$ cat src/hdl/izavg_pkg.sv
// Shared constants, types and helpers for the 2x zoom with neighbor averaging.
// Used by every module of the block but izavg_ram; depends on nothing.
package izavg_pkg;

    localparam int MAX_COLS   = 1024;
    localparam int MAX_ROWS   = 1024;
    localparam int COL_W      = $clog2(MAX_COLS);
    localparam int ROW_W      = $clog2(MAX_ROWS);
    localparam int REG_W      = 11;
    localparam int PIX_W      = 8;
    localparam int COORD_W    = 11;
    localparam int APB_DATA_W = 32;
    localparam int APB_ADDR_W = 3;
    localparam int OUT_DATA_W = 32;
    localparam int NUM_SLOTS  = 4;

    // Register index, taken from paddr[2]
    localparam logic REG_IDX_ROWS = 1'b0;
    localparam logic REG_IDX_COLS = 1'b1;

    // Result slots, in raster order of the enlarged image
    localparam logic [1:0] SLOT_CENTER = 2'd0;  // (2r-1, 2c-1)
    localparam logic [1:0] SLOT_UP     = 2'd1;  // (2r-1, 2c)
    localparam logic [1:0] SLOT_LEFT   = 2'd2;  // (2r,   2c-1)
    localparam logic [1:0] SLOT_OWN    = 2'd3;  // (2r,   2c)

    typedef logic [PIX_W-1:0] t_pix;

    // Accepted pixel waiting for its row-store read
    typedef struct packed {
        t_pix             pix;
        t_pix             left;
        logic [ROW_W-1:0] row;
        logic [COL_W-1:0] col;
        logic             frame_end;
    } t_stage;

    // Up to four results of one pixel, ready for the output sequencer
    typedef struct packed {
        t_pix [NUM_SLOTS-1:0] value;
        logic [NUM_SLOTS-1:0] mask;
        logic [COORD_W-1:0]   row2;
        logic [COORD_W-1:0]   col2;
        logic                 frame_end;
    } t_job;

    // Zero acts as one, anything above the maximum acts as the maximum
    function automatic int eff_size(input logic [REG_W-1:0] v, input int maxv);
        int r;
        r = int'(v);
        if (r == 0) begin
            r = 1;
        end else if (r > maxv) begin
            r = maxv;
        end
        return r;
    endfunction

endpackage

$ cat src/hdl/izavg_blend.sv
// Neighbor averaging for one source pixel: builds the four result values and their mask.
// Depends on izavg_pkg.
module izavg_blend (
    input  izavg_pkg::t_stage i_stage,
    input  izavg_pkg::t_pix   i_above_raw,
    input  izavg_pkg::t_pix   i_above_left,
    output izavg_pkg::t_job   o_job,
    output izavg_pkg::t_pix   o_above
);

    localparam int PW = izavg_pkg::PIX_W;

    logic            row_nz;
    logic            col_nz;
    izavg_pkg::t_pix above;
    logic [PW+1:0]   sum4;
    logic [PW:0]     sum_up;
    logic [PW:0]     sum_left;

    assign row_nz = (i_stage.row != '0);
    assign col_nz = (i_stage.col != '0);
    // The first row has nothing above it
    assign above  = row_nz ? i_above_raw : '0;

    assign sum4 = {2'b00, i_above_left} + {2'b00, above} + {2'b00, i_stage.left}
                + {2'b00, i_stage.pix} + (PW+2)'(2);
    assign sum_up   = {1'b0, above} + {1'b0, i_stage.pix} + (PW+1)'(1);
    assign sum_left = {1'b0, i_stage.left} + {1'b0, i_stage.pix} + (PW+1)'(1);

    always_comb begin
        o_job = '0;
        o_job.value[izavg_pkg::SLOT_CENTER] = sum4[PW+1:2];
        o_job.value[izavg_pkg::SLOT_UP]     = sum_up[PW:1];
        o_job.value[izavg_pkg::SLOT_LEFT]   = sum_left[PW:1];
        o_job.value[izavg_pkg::SLOT_OWN]    = i_stage.pix;
        o_job.mask[izavg_pkg::SLOT_CENTER]  = row_nz & col_nz;
        o_job.mask[izavg_pkg::SLOT_UP]      = row_nz;
        o_job.mask[izavg_pkg::SLOT_LEFT]    = col_nz;
        o_job.mask[izavg_pkg::SLOT_OWN]     = 1'b1;
        o_job.row2      = izavg_pkg::COORD_W'({i_stage.row, 1'b0});
        o_job.col2      = izavg_pkg::COORD_W'({i_stage.col, 1'b0});
        o_job.frame_end = i_stage.frame_end;
    end

    assign o_above = above;

endmodule

$ cat config.mk
export PLATFORM = sky130hd
export DESIGN_NAME = izavg_blend
export DESIGN_NICKNAME = d
export VERILOG_FILES = /design/src/hdl/izavg_pkg.sv /design/src/hdl/izavg_blend.sv
export SDC_FILE = /design/constraint.sdc
export NUM_CORES = 1
export LEC_CHECK = 0
export BUFFER_PORTS_ARGS = -buffer_cell sky130_fd_sc_hd__buf_2
export CAP_MARGIN = 5
export CORE_ASPECT_RATIO = 1.1
export CORE_UTILIZATION = 45
export DETAILED_ROUTE_END_ITERATION = 10
export GPL_TIMING_DRIVEN = 0
export PLACE_DENSITY_LB_ADDON = 0.1
export SYNTH_ARGS = -nofsm -noshare
export SYNTH_HDL_FRONTEND = slang
export SYNTH_SLANG_ARGS = --single-unit
$ cat constraint.sdc
create_clock -name vclk -period 2.9
set_input_delay 0.145 -clock vclk [all_inputs]
set_output_delay 0.145 -clock vclk [all_outputs]
set_load 0.03 [all_outputs]
==> results.toml <==
[run_status]
status = "finished with violations"
violations = "negative setup slack"

[synth]
synth_common_cells = "inv_1 (51), buf_4 (34), ha_1 (24)"
synth_mux_area_frac = 0
synthAdderAreaFrac = 0.332
synth_compound_gate_area_share = 0.170
yosys.area.top_type_share = 0.176
synth_area_sq_um = 1930
synthCells = 242
ys_seq_area_frac = 0
synth_area_leader_cell = "fa_1"
synth_xor_area_frac = 0.0681
avgSynthCellArea_sq_um = 7.97
synthSimpleGateAreaFrac = 0.190
yosysUniqueCellTypes = 46
yosysMostFrequentCell = "inv_1"
yosys_warnings = 0
synth.area.top_cells = "fa_1 (18%), ha_1 (16%), buf_4 (13%)"
synth_top_family_by_area = "adder cells"

[critical_path]
cp.arrival_ps = 2770
criticalPathCategory = "input pin to output port"
startpoint_type = "input pin"
path_max_fanout = 5
worstSetupEndpointType = "output port"
required_ps = 2760

[finish]
seq_area_sq_um = 0
seq_cells = 0
area_growth_pct = 52.0
fin_cells = 425
fin_nets = 469
clock_buffers = 0
layout-drive-gt1-share = 0.550
fillers = 356
diodes = 0

[drt]
via_per_inst = 4.82
drtIter0Drc = 69
routed_wl_mm = 5.19
drc = 0
via_count = 2049
ant_nets = 0
wl_per_cell_um = 12.2
dr.pass1.iters = 4

[grt]
grt_pass1_wl_mm = 8.65
grt_usage = 0.230
grt_pass1_vias = 1936
antenna_found_initial = 0
overflow = 0
grt_max_degree = 11

[placement]
gp_congestion = 0.845
placedCellCount = 411
pre_cts_ws_ps = -438
dp_hpwl_mm = 4.08
io_buffers = 116

[timing]
hold_slack_ps = 542
period_minus_slack_ps = 2920
max_freq_ghz = 0.343
timing.final.hold_violations = 0
finalSetupViolCount = 3
slew_violations = 0
fin_setup_tns_ps = -23.4
setup_ws_ps = -18.9
finalCritPeriodShare = 1.01
rsz0062_at_grt = "true"

[clocking]
hold_buffers = 0

[power]
power_density_nw_per_um2 = 468
ir_worst_vdd_v = 0.000344
power_w = 0.00137
p_leak_nw = 1.61

[hold_path]
hold_class = "input pin to output port"

[die]
initial_core_util = 0.479
die_h_um = 70.7
row_count = 24
ios = 120
die_w_um = 64.4
core_area_sq_um = 4020
die-area_sq_um = 4550

[run]
cap_violations = 0
==> where the power goes <==
| group | internal [W] | switching (W) |
|---|---|---|
| clock | 0 | 0 |
| combinational | 0.000580 | 0.000794 |
| sequential | 0 | 0 |
| total | 0.000580 | 0.000794 |
==> kinds of logic after synthesis <==
kind of cell    Yosys count
xor+xnor                 15
simple gates             59
compound gates           38
fa+ha+maj                41
other cells               2
buf+inv                  87
==> layout by cell type, fill, tap and decap left out, types with 2 or more instances in the layout <==
cell         n
nor3_1       7
buf_2      105
xor2_1       7
and2_4       2
o2111ai_1    2
conb_1       3
nand2_2      2
nor4_1       2
fa_1        16
or2_2        2
nor2_1       8
nand3b_1     2
a21o_1       5
o211ai_1     2
nor2b_1      3
a21oi_1      3
xnor2_2      3
a21oi_2      2
ha_4         5
or3_1        2
or4_1        2
nor3_4       2
buf_4       52
nand2_1      7
ha_1        18
and4_1       2
inv_1       48
and3_1       2
xnor2_1      5
and2_1       3
o21a_1       2
buf_6        7
a31oi_1      4
a2111oi_4    2
inv_2        3
o21ai_0      4
nand3_1      3
nor4_4       2
==> worst paths after layout <==
path                         from   endpoint  slack, ps  cells after the start
worst max-delay path  i_stage[17]  o_job[32]        -20                     12
worst min-delay path   i_stage[0]   o_job[0]        540                      2
==> metal layers <==
metal	share of wire	GRT usage	vias to the layer above
met1	0.43	0.294	931
met2	0.51	0.435	75
li1	-	-	1037
met4	0.010	0.0272	0
met5	0	0	-
met3	0.049	0.00968	6
==> through the flow <==
| stage | utilization | area (sq um) |
|---|---|---|
| after global placement | 0.647 | 2600 |
| final | 0.729 | 2930 |
| after detailed placement | 0.647 | 2600 |
| after CTS | 0.714 | 2870 |
| after floorplan | - | 1960 |
| after global routing | 0.729 | 2930 |
==> cell type report <==
type               count  area [sq um]  share of cell area
plain buffers         35           260              0.0887
inverters             51           191              0.0653
multi-input cells    157          1670               0.568
well taps             52          65.1              0.0222
repair buffers       130           749               0.256
==> repair_timing <==
action                                  4_1_cts  5_1_grt
endpoints found under the hold margin         0        0
pin swaps                                    15        9
endpoints found under the setup margin        7        8
cloned                                        1        0
resized for setup                            36       14
buffers inserted                             14        1
==> critical path: stages <==
cell and delay [ps]:
buf_8 100, nor4_4 250, buf_4 160, nand3_4 90, and2_4 170, fa_1 440
ha_1 300, nand3b_1 170, a2111oi_4 450, a31oi_2 180, xnor2_2 170, buf_6 150
(Power assumes the default switching activity.)
