===== config.mk =====
export PLATFORM = sky130hd
export DESIGN_NAME = izavg_emit
export DESIGN_NICKNAME = d
export VERILOG_FILES = /design/src/hdl/izavg_pkg.sv /design/src/hdl/izavg_emit.sv
export SDC_FILE = /design/constraint.sdc
export NUM_CORES = 1
export LEC_CHECK = 0
export BUFFER_PORTS_ARGS = -buffer_cell sky130_fd_sc_hd__buf_2
export CORE_MARGIN = 1.5
export CORE_UTILIZATION = 25
export DETAILED_ROUTE_END_ITERATION = 10
export GPL_TIMING_DRIVEN = 0
export PLACE_DENSITY = 0.54
export SLEW_MARGIN = 20
export SYNTH_ARGS = -nofsm -noshare
export SYNTH_HDL_FRONTEND = slang
export SYNTH_SLANG_ARGS = --single-unit

===== constraint.sdc =====
create_clock -name i_clk -period 6.07 [get_ports i_clk]
set_input_delay 0.3035 -clock i_clk [delete_from_list [all_inputs] [get_ports i_clk]]
set_output_delay 0.3035 -clock i_clk [all_outputs]
set_load 0.01 [all_outputs]

===== src/hdl/izavg_pkg.sv =====
// Shared constants, types and helpers for the 2x zoom with neighbor averaging.
// Used by every module of the block but izavg_ram; depends on nothing.
package izavg_pkg;

    localparam int MAX_COLS   = 1024;
    localparam int MAX_ROWS   = 1024;
    localparam int COL_W      = $clog2(MAX_COLS);
    localparam int ROW_W      = $clog2(MAX_ROWS);
    localparam int REG_W      = 11;
    localparam int PIX_W      = 8;
    localparam int COORD_W    = 11;
    localparam int APB_DATA_W = 32;
    localparam int APB_ADDR_W = 3;
    localparam int OUT_DATA_W = 32;
    localparam int NUM_SLOTS  = 4;

    // Register index, taken from paddr[2]
    localparam logic REG_IDX_ROWS = 1'b0;
    localparam logic REG_IDX_COLS = 1'b1;

    // Result slots, in raster order of the enlarged image
    localparam logic [1:0] SLOT_CENTER = 2'd0;  // (2r-1, 2c-1)
    localparam logic [1:0] SLOT_UP     = 2'd1;  // (2r-1, 2c)
    localparam logic [1:0] SLOT_LEFT   = 2'd2;  // (2r,   2c-1)
    localparam logic [1:0] SLOT_OWN    = 2'd3;  // (2r,   2c)

    typedef logic [PIX_W-1:0] t_pix;

    // Accepted pixel waiting for its row-store read
    typedef struct packed {
        t_pix             pix;
        t_pix             left;
        logic [ROW_W-1:0] row;
        logic [COL_W-1:0] col;
        logic             frame_end;
    } t_stage;

    // Up to four results of one pixel, ready for the output sequencer
    typedef struct packed {
        t_pix [NUM_SLOTS-1:0] value;
        logic [NUM_SLOTS-1:0] mask;
        logic [COORD_W-1:0]   row2;
        logic [COORD_W-1:0]   col2;
        logic                 frame_end;
    } t_job;

    // Zero acts as one, anything above the maximum acts as the maximum
    function automatic int eff_size(input logic [REG_W-1:0] v, input int maxv);
        int r;
        r = int'(v);
        if (r == 0) begin
            r = 1;
        end else if (r > maxv) begin
            r = maxv;
        end
        return r;
    endfunction

endpackage


===== src/hdl/izavg_emit.sv =====
// Output sequencer: walks the valid result slots of one pixel and drives the
// registered result stream. Depends on izavg_pkg.
module izavg_emit (
    input  logic                                 i_clk,
    input  logic                                 i_rst_n,
    input  logic                                 i_job_valid,
    input  izavg_pkg::t_job                      i_job,
    output logic                                 o_job_ready,
    output logic                                 o_tvalid,
    input  logic                                 i_tready,
    output logic [izavg_pkg::OUT_DATA_W-1:0]     o_tdata,
    output logic                                 o_tlast,
    output logic                                 o_tuser
);

    localparam int CW  = izavg_pkg::COORD_W;
    localparam int PAD = izavg_pkg::OUT_DATA_W - 2 * CW - izavg_pkg::PIX_W;

    izavg_pkg::t_job                    r_job;
    logic                               r_busy;
    logic [izavg_pkg::NUM_SLOTS-1:0]    r_pend;
    logic                               r_ovalid;
    logic [izavg_pkg::OUT_DATA_W-1:0]   r_odata;
    logic                               r_olast;
    logic                               r_ouser;

    logic [1:0]                         slot;
    logic [izavg_pkg::NUM_SLOTS-1:0]    rest;
    logic                               slot_last;
    logic                               can_emit;
    logic [CW-1:0]                      cur_row;
    logic [CW-1:0]                      cur_col;

    // Lowest pending slot goes first
    always_comb begin
        if (r_pend[izavg_pkg::SLOT_CENTER]) begin
            slot = izavg_pkg::SLOT_CENTER;
        end else if (r_pend[izavg_pkg::SLOT_UP]) begin
            slot = izavg_pkg::SLOT_UP;
        end else if (r_pend[izavg_pkg::SLOT_LEFT]) begin
            slot = izavg_pkg::SLOT_LEFT;
        end else begin
            slot = izavg_pkg::SLOT_OWN;
        end
    end

    always_comb begin
        rest       = r_pend;
        rest[slot] = 1'b0;
    end

    assign slot_last = (rest == '0);
    assign can_emit  = r_busy && (!r_ovalid || i_tready);
    assign o_job_ready = !r_busy || (can_emit && slot_last);

    // Upper row for the center and up slots, left column for center and left slots
    assign cur_row = (slot == izavg_pkg::SLOT_CENTER || slot == izavg_pkg::SLOT_UP)
                   ? r_job.row2 - CW'(1) : r_job.row2;
    assign cur_col = (slot == izavg_pkg::SLOT_CENTER || slot == izavg_pkg::SLOT_LEFT)
                   ? r_job.col2 - CW'(1) : r_job.col2;

    always_ff @(posedge i_clk) begin
        if (!i_rst_n) begin
            r_busy   <= 1'b0;
            r_ovalid <= 1'b0;
            r_pend   <= '0;
        end else begin
            if (i_job_valid && o_job_ready) begin
                r_busy <= 1'b1;
                r_pend <= i_job.mask;
                r_job  <= i_job;
            end else if (can_emit) begin
                r_pend <= rest;
                if (slot_last) begin
                    r_busy <= 1'b0;
                end
            end
            if (can_emit) begin
                r_ovalid <= 1'b1;
            end else if (i_tready) begin
                r_ovalid <= 1'b0;
            end
        end
    end

    // Payload: load on emit, hold otherwise
    always_ff @(posedge i_clk) begin
        if (can_emit) begin
            r_odata <= {PAD'(0), r_job.value[slot], cur_col, cur_row};
            r_olast <= slot_last;
            r_ouser <= slot_last && r_job.frame_end;
        end
    end

    assign o_tvalid = r_ovalid;
    assign o_tdata  = r_odata;
    assign o_tlast  = r_olast;
    assign o_tuser  = r_ouser;

endmodule


==> summary.md, run 1 <==
| Metric | Value |
|---|---|
| LEAKAGE | roughly 1.8 nW |
| Synthesis Warnings | 0 |
| Hold Slack | 0.130 ns |
| Final Cycle Share | 0.415 |
| Drt wl/cell | 13.4 µm |
| Worst Skew | approximately 0.0044 ns |
| Final nets | around 410 |
| Setup Buffers After CTS | 0 |
| RSZ-0062 raised after global routing | no |
| Antenna violations before repair | 0 |
| Reg power frac | 0.519 |
| Yosys reg bits | 93 |
| Final WL | around 7000 µm |
| Critical Path RT | 6.12 ns |
| CP startpoint kind | register |
| Post-Layout Inst Area | 4700 µm² |
| Final worst setup slack | approximately 3.5 ns |
| Clock period minus worst slack | between 2 and 3 ns |
| Area of the multi-input gates | ~800 µm² |
| Seq/Total Area, Yosys | 0.755 |
| Hold Path Class | in2reg |
| Worst Path Max Fanout | 24 |
| Sw Share | 0.212 |
| Rel. slew slack | 0.521 |
| Clock Latency Late Sink | around 0.34 ns |
| Slowest cell on crit path | nor2_1 |
| Maximum clock frequency | approximately 400 MHz |
| Final Power | approximately 1.5 mW |
| Port Buffers | 95 |
| Post-Route Utilization | 0.336 |
| Psw | 0.307 mW |
| CTS tree | built |
| CTS root buffer | clkbuf_16 |
| Count of pins over their slew limit | 0 |
| CTS Buf Count | 9 |
| Worst path arrival time | between 2 and 3 ns |
| Synthesized instance count | about 240 |
| Vias in the first global route | roughly 2.2k |
| Row count | 43 |
| Synth-to-layout area growth | 29.9% |
| CP Class | reg2reg |
| Internal power | 1.14 mW |
| Max IR drop VDD | 0.165 mV |
| Power Density | 309 nW/µm² |
| Largest cells by area after synthesis | edfxtp_1, dfxtp_1, mux2i_1 |
| Global-route wire length before repair | 10800 µm |
| Number of detailed-route iterations in the first pass | 4 |
| Vias per inst | ~4.1 |
| Core Box Area | between 10000 and 15000 µm² |
| Setup tns final | 0 ns |
| Clock tree buffer depth | 2 |
| Pin count of the biggest net entering global routing | 33 |
| Total grt overflow | 0 |
| Synthesized area per cell | between 15 and 20 µm² |
| Post-synth EDFFs | between 80 and 90 |
| Via count | around 2.2k |
| Clk sinks | 93 |
| Clock Power Share | 0.409 |
| Post-synth cell types | 36 |
| Placer Congestion | between 0.8 and 0.9 |
| Status | finished clean |
| H-tree depth | 3 |
| DP HPWL | around 5300 µm |
| Dominant cell type by area after synthesis | edfxtp_1 |
| Post-route ant nets | 0 |
| PostCTS Resize Cnt | 0 |
| Die Y | approximately 120 µm |
| Starting Density | 0.259 |
| Hold_buf cts | 0 |
| Starting DRT DRC Count | 54 |
| Most used flip-flop cell after synthesis | edfxtp_1 |
| Clock slew seen by the registers of the worst setup and hold paths | roughly 0.060 ns |
| Share of post-route cells with drive strength above 1 | 0.348 |
| Setup Slack @ Placement | 3.54 ns |
| Yosys top cell area share | 0.721 |
| DIE AREA | about 15000 µm² |
| Critical Path, Cell by Cell | nor2_1, a21oi_1, a21o_1, nor2_4, buf_16 |
| Final hold violations | 0 |
| Diode count | 0 |
| Filler instances | around 1.4k |
| Reg area | between 2000 and 3000 µm² |
| Mapped Area | 3620 µm² |
| Async set-reset flop share out of synthesis | 0 |
| Worst-margin pin slew | just over 0.7 ns |
| Max Cap Viol | 0 |
| Total global-route track usage | 0.0994 |
| DR DRC count | 0 |
| Placed cells | 515 |
| Setup crit end kind | register |
| Placed cell area | between 4000 and 5000 µm² |
| Setup Viol. Count Final | 0 |
| # IOs | slightly below 100 |
| Comb power frac | 0.072 |
| Die width | 123 µm |
| Slowest stage delay, CP | 0.51 ns |
| Fin cells | ~530 |
[metal layers]
| metal | share of wire | global-route usage | up-vias |
|---|---|---|---|
| met3 | 0.077 | 0.0355 | 14 |
| li1 | - | - | 1083 |
| met5 | 0 | 0 | - |
| met1 | 0.42 | 0.107 | 995 |
| met2 | 0.48 | 0.167 | 76 |
| met4 | 0.024 | 0.0603 | 0 |
[cell families after synthesis]
group | Yosys count | synth area share
flip-flops | 93 | 0.755
AO/OA/AOI/OAI | 31 | 0.0487
AND/OR/NAND/NOR | 60 | 0.0874
XOR/XNOR | 19 | 0.0460
multiplexers | 12 | 0.0332
buffers and inverters | 19 | 0.0221
adder cells (fa/ha/maj) | 2 | 0.00691
other | 1 | 0.00104
[sequential cells by signal, indices dropped and copies added, names as in the netlist]
register	flops
o_tuser	1
o_tlast	1
r_job	55
r_pend	4
r_busy	1
o_tvalid	1
o_tdata	30
[Yosys cell counts (2+ instances only)]
cell	number
o211ai_1	2
nor4_2	2
buf_4	2
inv_1	10
nor2_1	19
edfxtp_1	87
nand3_1	4
o21ai_0	12
a21oi_1	11
a21o_1	2
or4_1	2
mux2i_1	12
nand2_1	18
nor3_1	2
clkbuf_1	6
dfxtp_1	6
nor2b_1	3
xor2_1	10
ha_1	2
xnor2_1	9
[cell usage in the layout (no fill, tap or decap), types with 2 or more instances in the layout]
cell       netlist  layout
bufinv_16        0       2
nor4_2           2       2
inv_1           10       9
buf_2            1      96
xor2_1          10      10
buf_16           0       2
mux2i_1         12      12
xnor2_1          9       9
nor3_1           2       2
edfxtp_1        87      87
nor2_1          19      18
clkinv_1         0       2
o21ai_0         12      12
dfxtp_1          6       6
conb_1           1       2
clkbuf_1         6       6
ha_1             2       2
clkbuf_16        0       9
nand3_1          4       4
o211ai_1         2       2
or4_1            2       2
nor2b_1          3       3
nand2_1         18      18
a21o_1           2       2
a21oi_1         11      11
buf_4            2       2
[power by group through the flow]
stage / clock [mW] / sequential (mW) / combinational [mW]
floorplan: 0 / 0.773 / 0.0487
global placement: 0 / 0.769 / 0.101
detailed placement: 0 / 0.768 / 0.109
CTS: 0.614 / 0.754 / 0.109
global route: 0.634 / 0.756 / 0.119
finish: 0.594 / 0.753 / 0.105
[worst max-delay path: cells and delay by family, from the launching register on]
kind	cells	cell delay [ns]
simple gates	2	0.96
compound gates	2	0.63
flops	1	0.38
buf+inv	1	0.24
[worst paths after layout]
kind | from | endpoint | slack, ns | depth (start not counted)
hold / removal | i_job[46] | r_job[46] | 0.13 | 1
setup / recovery | r_pend[0] | r_job[57] | 3.55 | 5
setup reg to reg | r_pend[0] | r_job[57] | 3.55 | 5
hold reg to reg | r_job[27] | o_tdata[22] | 0.53 | 2
[cell type report]
type / count / area share
well taps: 180 / 0.0479
plain buffers: 9 / 0.00905
repair buffers: 97 / 0.113
clock inverters: 7 / 0.0189
clock buffers: 9 / 0.0479
inverters: 10 / 0.00798
multi-input cells: 126 / 0.174
flip-flops and latches: 93 / 0.581
Power figures use the tool's default switching activity.
==> inputs of run 2 (changes only) <==
clock period = 2.5 ns   (was 6.07 ns; I/O delays follow)
==> summary.md, run 2 (synthesis results as in run 1) <==
| Metric | Value |
|---|---|
| Status | finished clean |
| Sw Share | 0.222 (+0.0105) |
| Max IR drop VDD | 0.378 mV (+130%) |
| Die width | 123 µm (unchanged) |
| Worst path arrival time | 2.36 ns (-0.21 ns) |
| Worst-margin pin slew | 0.763 ns (+0.0459 ns) |
| Hold Crit Start | i_job[25] |
| Most common cell after layout, fill and taps aside | buf_2 |
| Final worst setup slack | 0.238 ns (-3.31 ns) |
| Diode count | 0 (unchanged) |
| Final nets | 467 (+14%) |
| Commonest cells after routing, fill and taps aside | buf_2, edfxtp_1, dlygate4sd3_1 |
| Critical Path RT | 2.60 ns (-3.52 ns) |
| Setup Viol. Count Final | 0 (unchanged) |
| Hold Path Class | in2reg |
| FF-to-FF path depth | 7 (+2) |
| # IOs | 99 (unchanged) |
| RSZ-0062 raised after global routing | no |
| Final Power | 3.38 mW (+130%) |
| Clock tree buffer depth | 2 (unchanged) |
| Clock slew seen by the registers of the worst setup and hold paths | 0.06 ns (about the same) |
| Placer Congestion | 0.704 (-12%) |
| Power Density | 649 nW/µm² (+110%) |
| Drt wl/cell | 13.6 µm (+1.8%) |
| Post-Layout Inst Area | 5200 µm² (+11%) |
| Antenna violations before repair | 0 (unchanged) |
| DR DRC count | 0 (unchanged) |
| Clock Latency Late Sink | 0.35 ns (about the same) |
| Port Buffers | 95 (unchanged) |
| Maximum clock frequency | 442 MHz (+11%) |
| DIE AREA | 15200 µm² (unchanged) |
| Clock Power Share | 0.361 (-0.048) |
| Reg2Reg Setup Slack | 0.24 ns (-3.31 ns) |
| CTS root buffer | clkbuf_16 |
| Global-route wire length before repair | 11800 µm (+9.3%) |
| WP depth | 7 (+2) |
| Slowest stage delay, CP | 0.41 ns (-0.10 ns) |
| Synth-to-layout area growth | 43.6% |
| Placed cell area | 4380 µm² (-0.17%) |
| Clk sinks | 93 (unchanged) |
| Total grt overflow | 0 (unchanged) |
| Critical Path, Cell by Cell | clkbuf_2, a211oi_1, a21oi_1, a21o_1, nor2_4, buf_16, buf_12 |
| WP buf/inv | 3 (+2) |
| Core Box Area | 14000 µm² (unchanged) |
| Row count | 43 (unchanged) |
| Final Cycle Share | 0.905 (+0.490) |
| Worst Path Max Fanout | 28 (+17%) |
| Total global-route track usage | 0.111 (+0.0117) |
| Internal power | 2.63 mW (+130%) |
| Share of post-route cells with drive strength above 1 | 0.302 (-0.0454) |
| DP HPWL | 5220 µm (-0.65%) |
| Final WL | 7980 µm (+13%) |
| CP delay by family, top | compound AO/OA/AOI/OAI gates |
| Rel. slew slack | 0.490 (-0.0307) |
| Setup crit end kind | register |
| Clock period minus worst slack | 2.26 ns (-0.259 ns) |
| Setup Slack @ Placement | -0.239 ns (-3.78 ns) |
| Number of detailed-route iterations in the first pass | 4 (unchanged) |
| Pin count of the biggest net entering global routing | 33 (unchanged) |
| Largest register FFs | 55 (unchanged) |
| Slowest cell on crit path | a21oi_1 |
| Final hold violations | 0 (unchanged) |
| Worst R2R Start | r_pend[1] |
| Die Y | 123 µm (unchanged) |
| Worst setup startpoint | r_pend[1] |
| Critical path endpoint | r_job[41] |
| Vias per inst | 4.14 (+1.4%) |
| Comb power frac | 0.097 (+0.025) |
| H-tree depth | 3 (unchanged) |
| LEAKAGE | 1.99 nW (+12%) |
| Max Cap Viol | 0 (unchanged) |
| Count of pins over their slew limit | 0 (unchanged) |
| CTS Buf Count | 9 (unchanged) |
| Reg power frac | 0.542 (+0.023) |
| Worst R2R End | r_job[41] |
| CP startpoint kind | register |
| Starting Density | 0.259 (unchanged) |
| Psw | 0.751 mW (+140%) |
| Via count | 2430 (+12%) |
| Worst Skew | 0.0104 ns (+0.00603 ns) |
| Starting DRT DRC Count | 69 (+28%) |
| Vias in the first global route | 2286 (+5.2%) |
| Post-route ant nets | 0 (unchanged) |
| CP Class | reg2reg |
| Biggest register | r_job |
| CTS tree | built |
-- run 2: cell count changes in the layout (fill, tap and decap cells not counted) --
cell,change
buf_12,+1
buf_16,-1
buf_4,+1
bufinv_16,-2
clkbuf_2,+1
clkinv_1,+1
clkinv_2,+1
clkinv_4,+1
clkinvlp_4,-1
dlygate4sd3_1,+55
inv_6,-1
nor2_1,-1
nor2_2,+1
-- run 2: what timing repair did --
action | 4_1_cts | 5_1_grt
setup endpoints to repair | 43 | 0
gates resized for setup | 2 | 0
hold endpoints to repair | 55 | 0
hold buffers | 55 | 0
setup buffers | 1 | 0
-- run 2: per-stage QoR --
stage                      util  cells  setup TNS (ns)  hold slack, ns
final                     0.372    587               0          0.0145
after global routing      0.372    587               0         0.00611
after CTS                 0.372    587               0         0.00179
after detailed placement  0.313    515           -7.11           0.303
after global placement    0.310    513          -37.17           0.302
after floorplan               -    238               0           0.224
-- run 2: layout make-up --
| class | instances | area [µm²] |
|---|---|---|
| Fill cell | 1379 | 8790 |
| Sequential cell | 93 | 2730 |
| Timing Repair Buffer | 153 | 1080 |
| Multi-Input combinational cell | 126 | 822 |
| Clock buffer | 10 | 229 |
| Tap cell | 180 | 225 |
| Buffer | 9 | 43.8 |
| Inverter | 10 | 37.5 |
| Clock inverter | 6 | 30.0 |
-- run 2: worst min path at each step --
| stage | end | slack, ns | cells past startpoint |
|---|---|---|---|
| global placement | r_job[45] | 0.30 | 1 |
| finish | r_pend[2] | 0.01 | 3 |
| CTS | r_pend[2] | 0.002 | 3 |
| detailed placement | r_job[54] | 0.30 | 1 |
| floorplan | r_job[0] | 0.22 | 0 |
| global route | r_pend[2] | 0.006 | 3 |
-- run 2: routing by layer --
layer / track usage / wire [µm]
met5: 0 / 0
met4: 0.0747 / 255
met3: 0.0364 / 554
met2: 0.180 / 3850
met1: 0.124 / 3320
-- run 2: power by group through the flow --
stage | Clock (mW) | Combinational (mW) | Sequential (mW)
floorplan | 0 | 0.120 | 1.87
global placement | 0 | 0.249 | 1.87
detailed placement | 0 | 0.264 | 1.86
CTS | 1.26 | 0.331 | 1.83
global route | 1.32 | 0.363 | 1.84
finish | 1.22 | 0.328 | 1.83
-- run 2: worst min-delay path: stages --
cell,delay [ns]
buf_2,0.10
nand2_1,0.04
mux2i_1,0.05
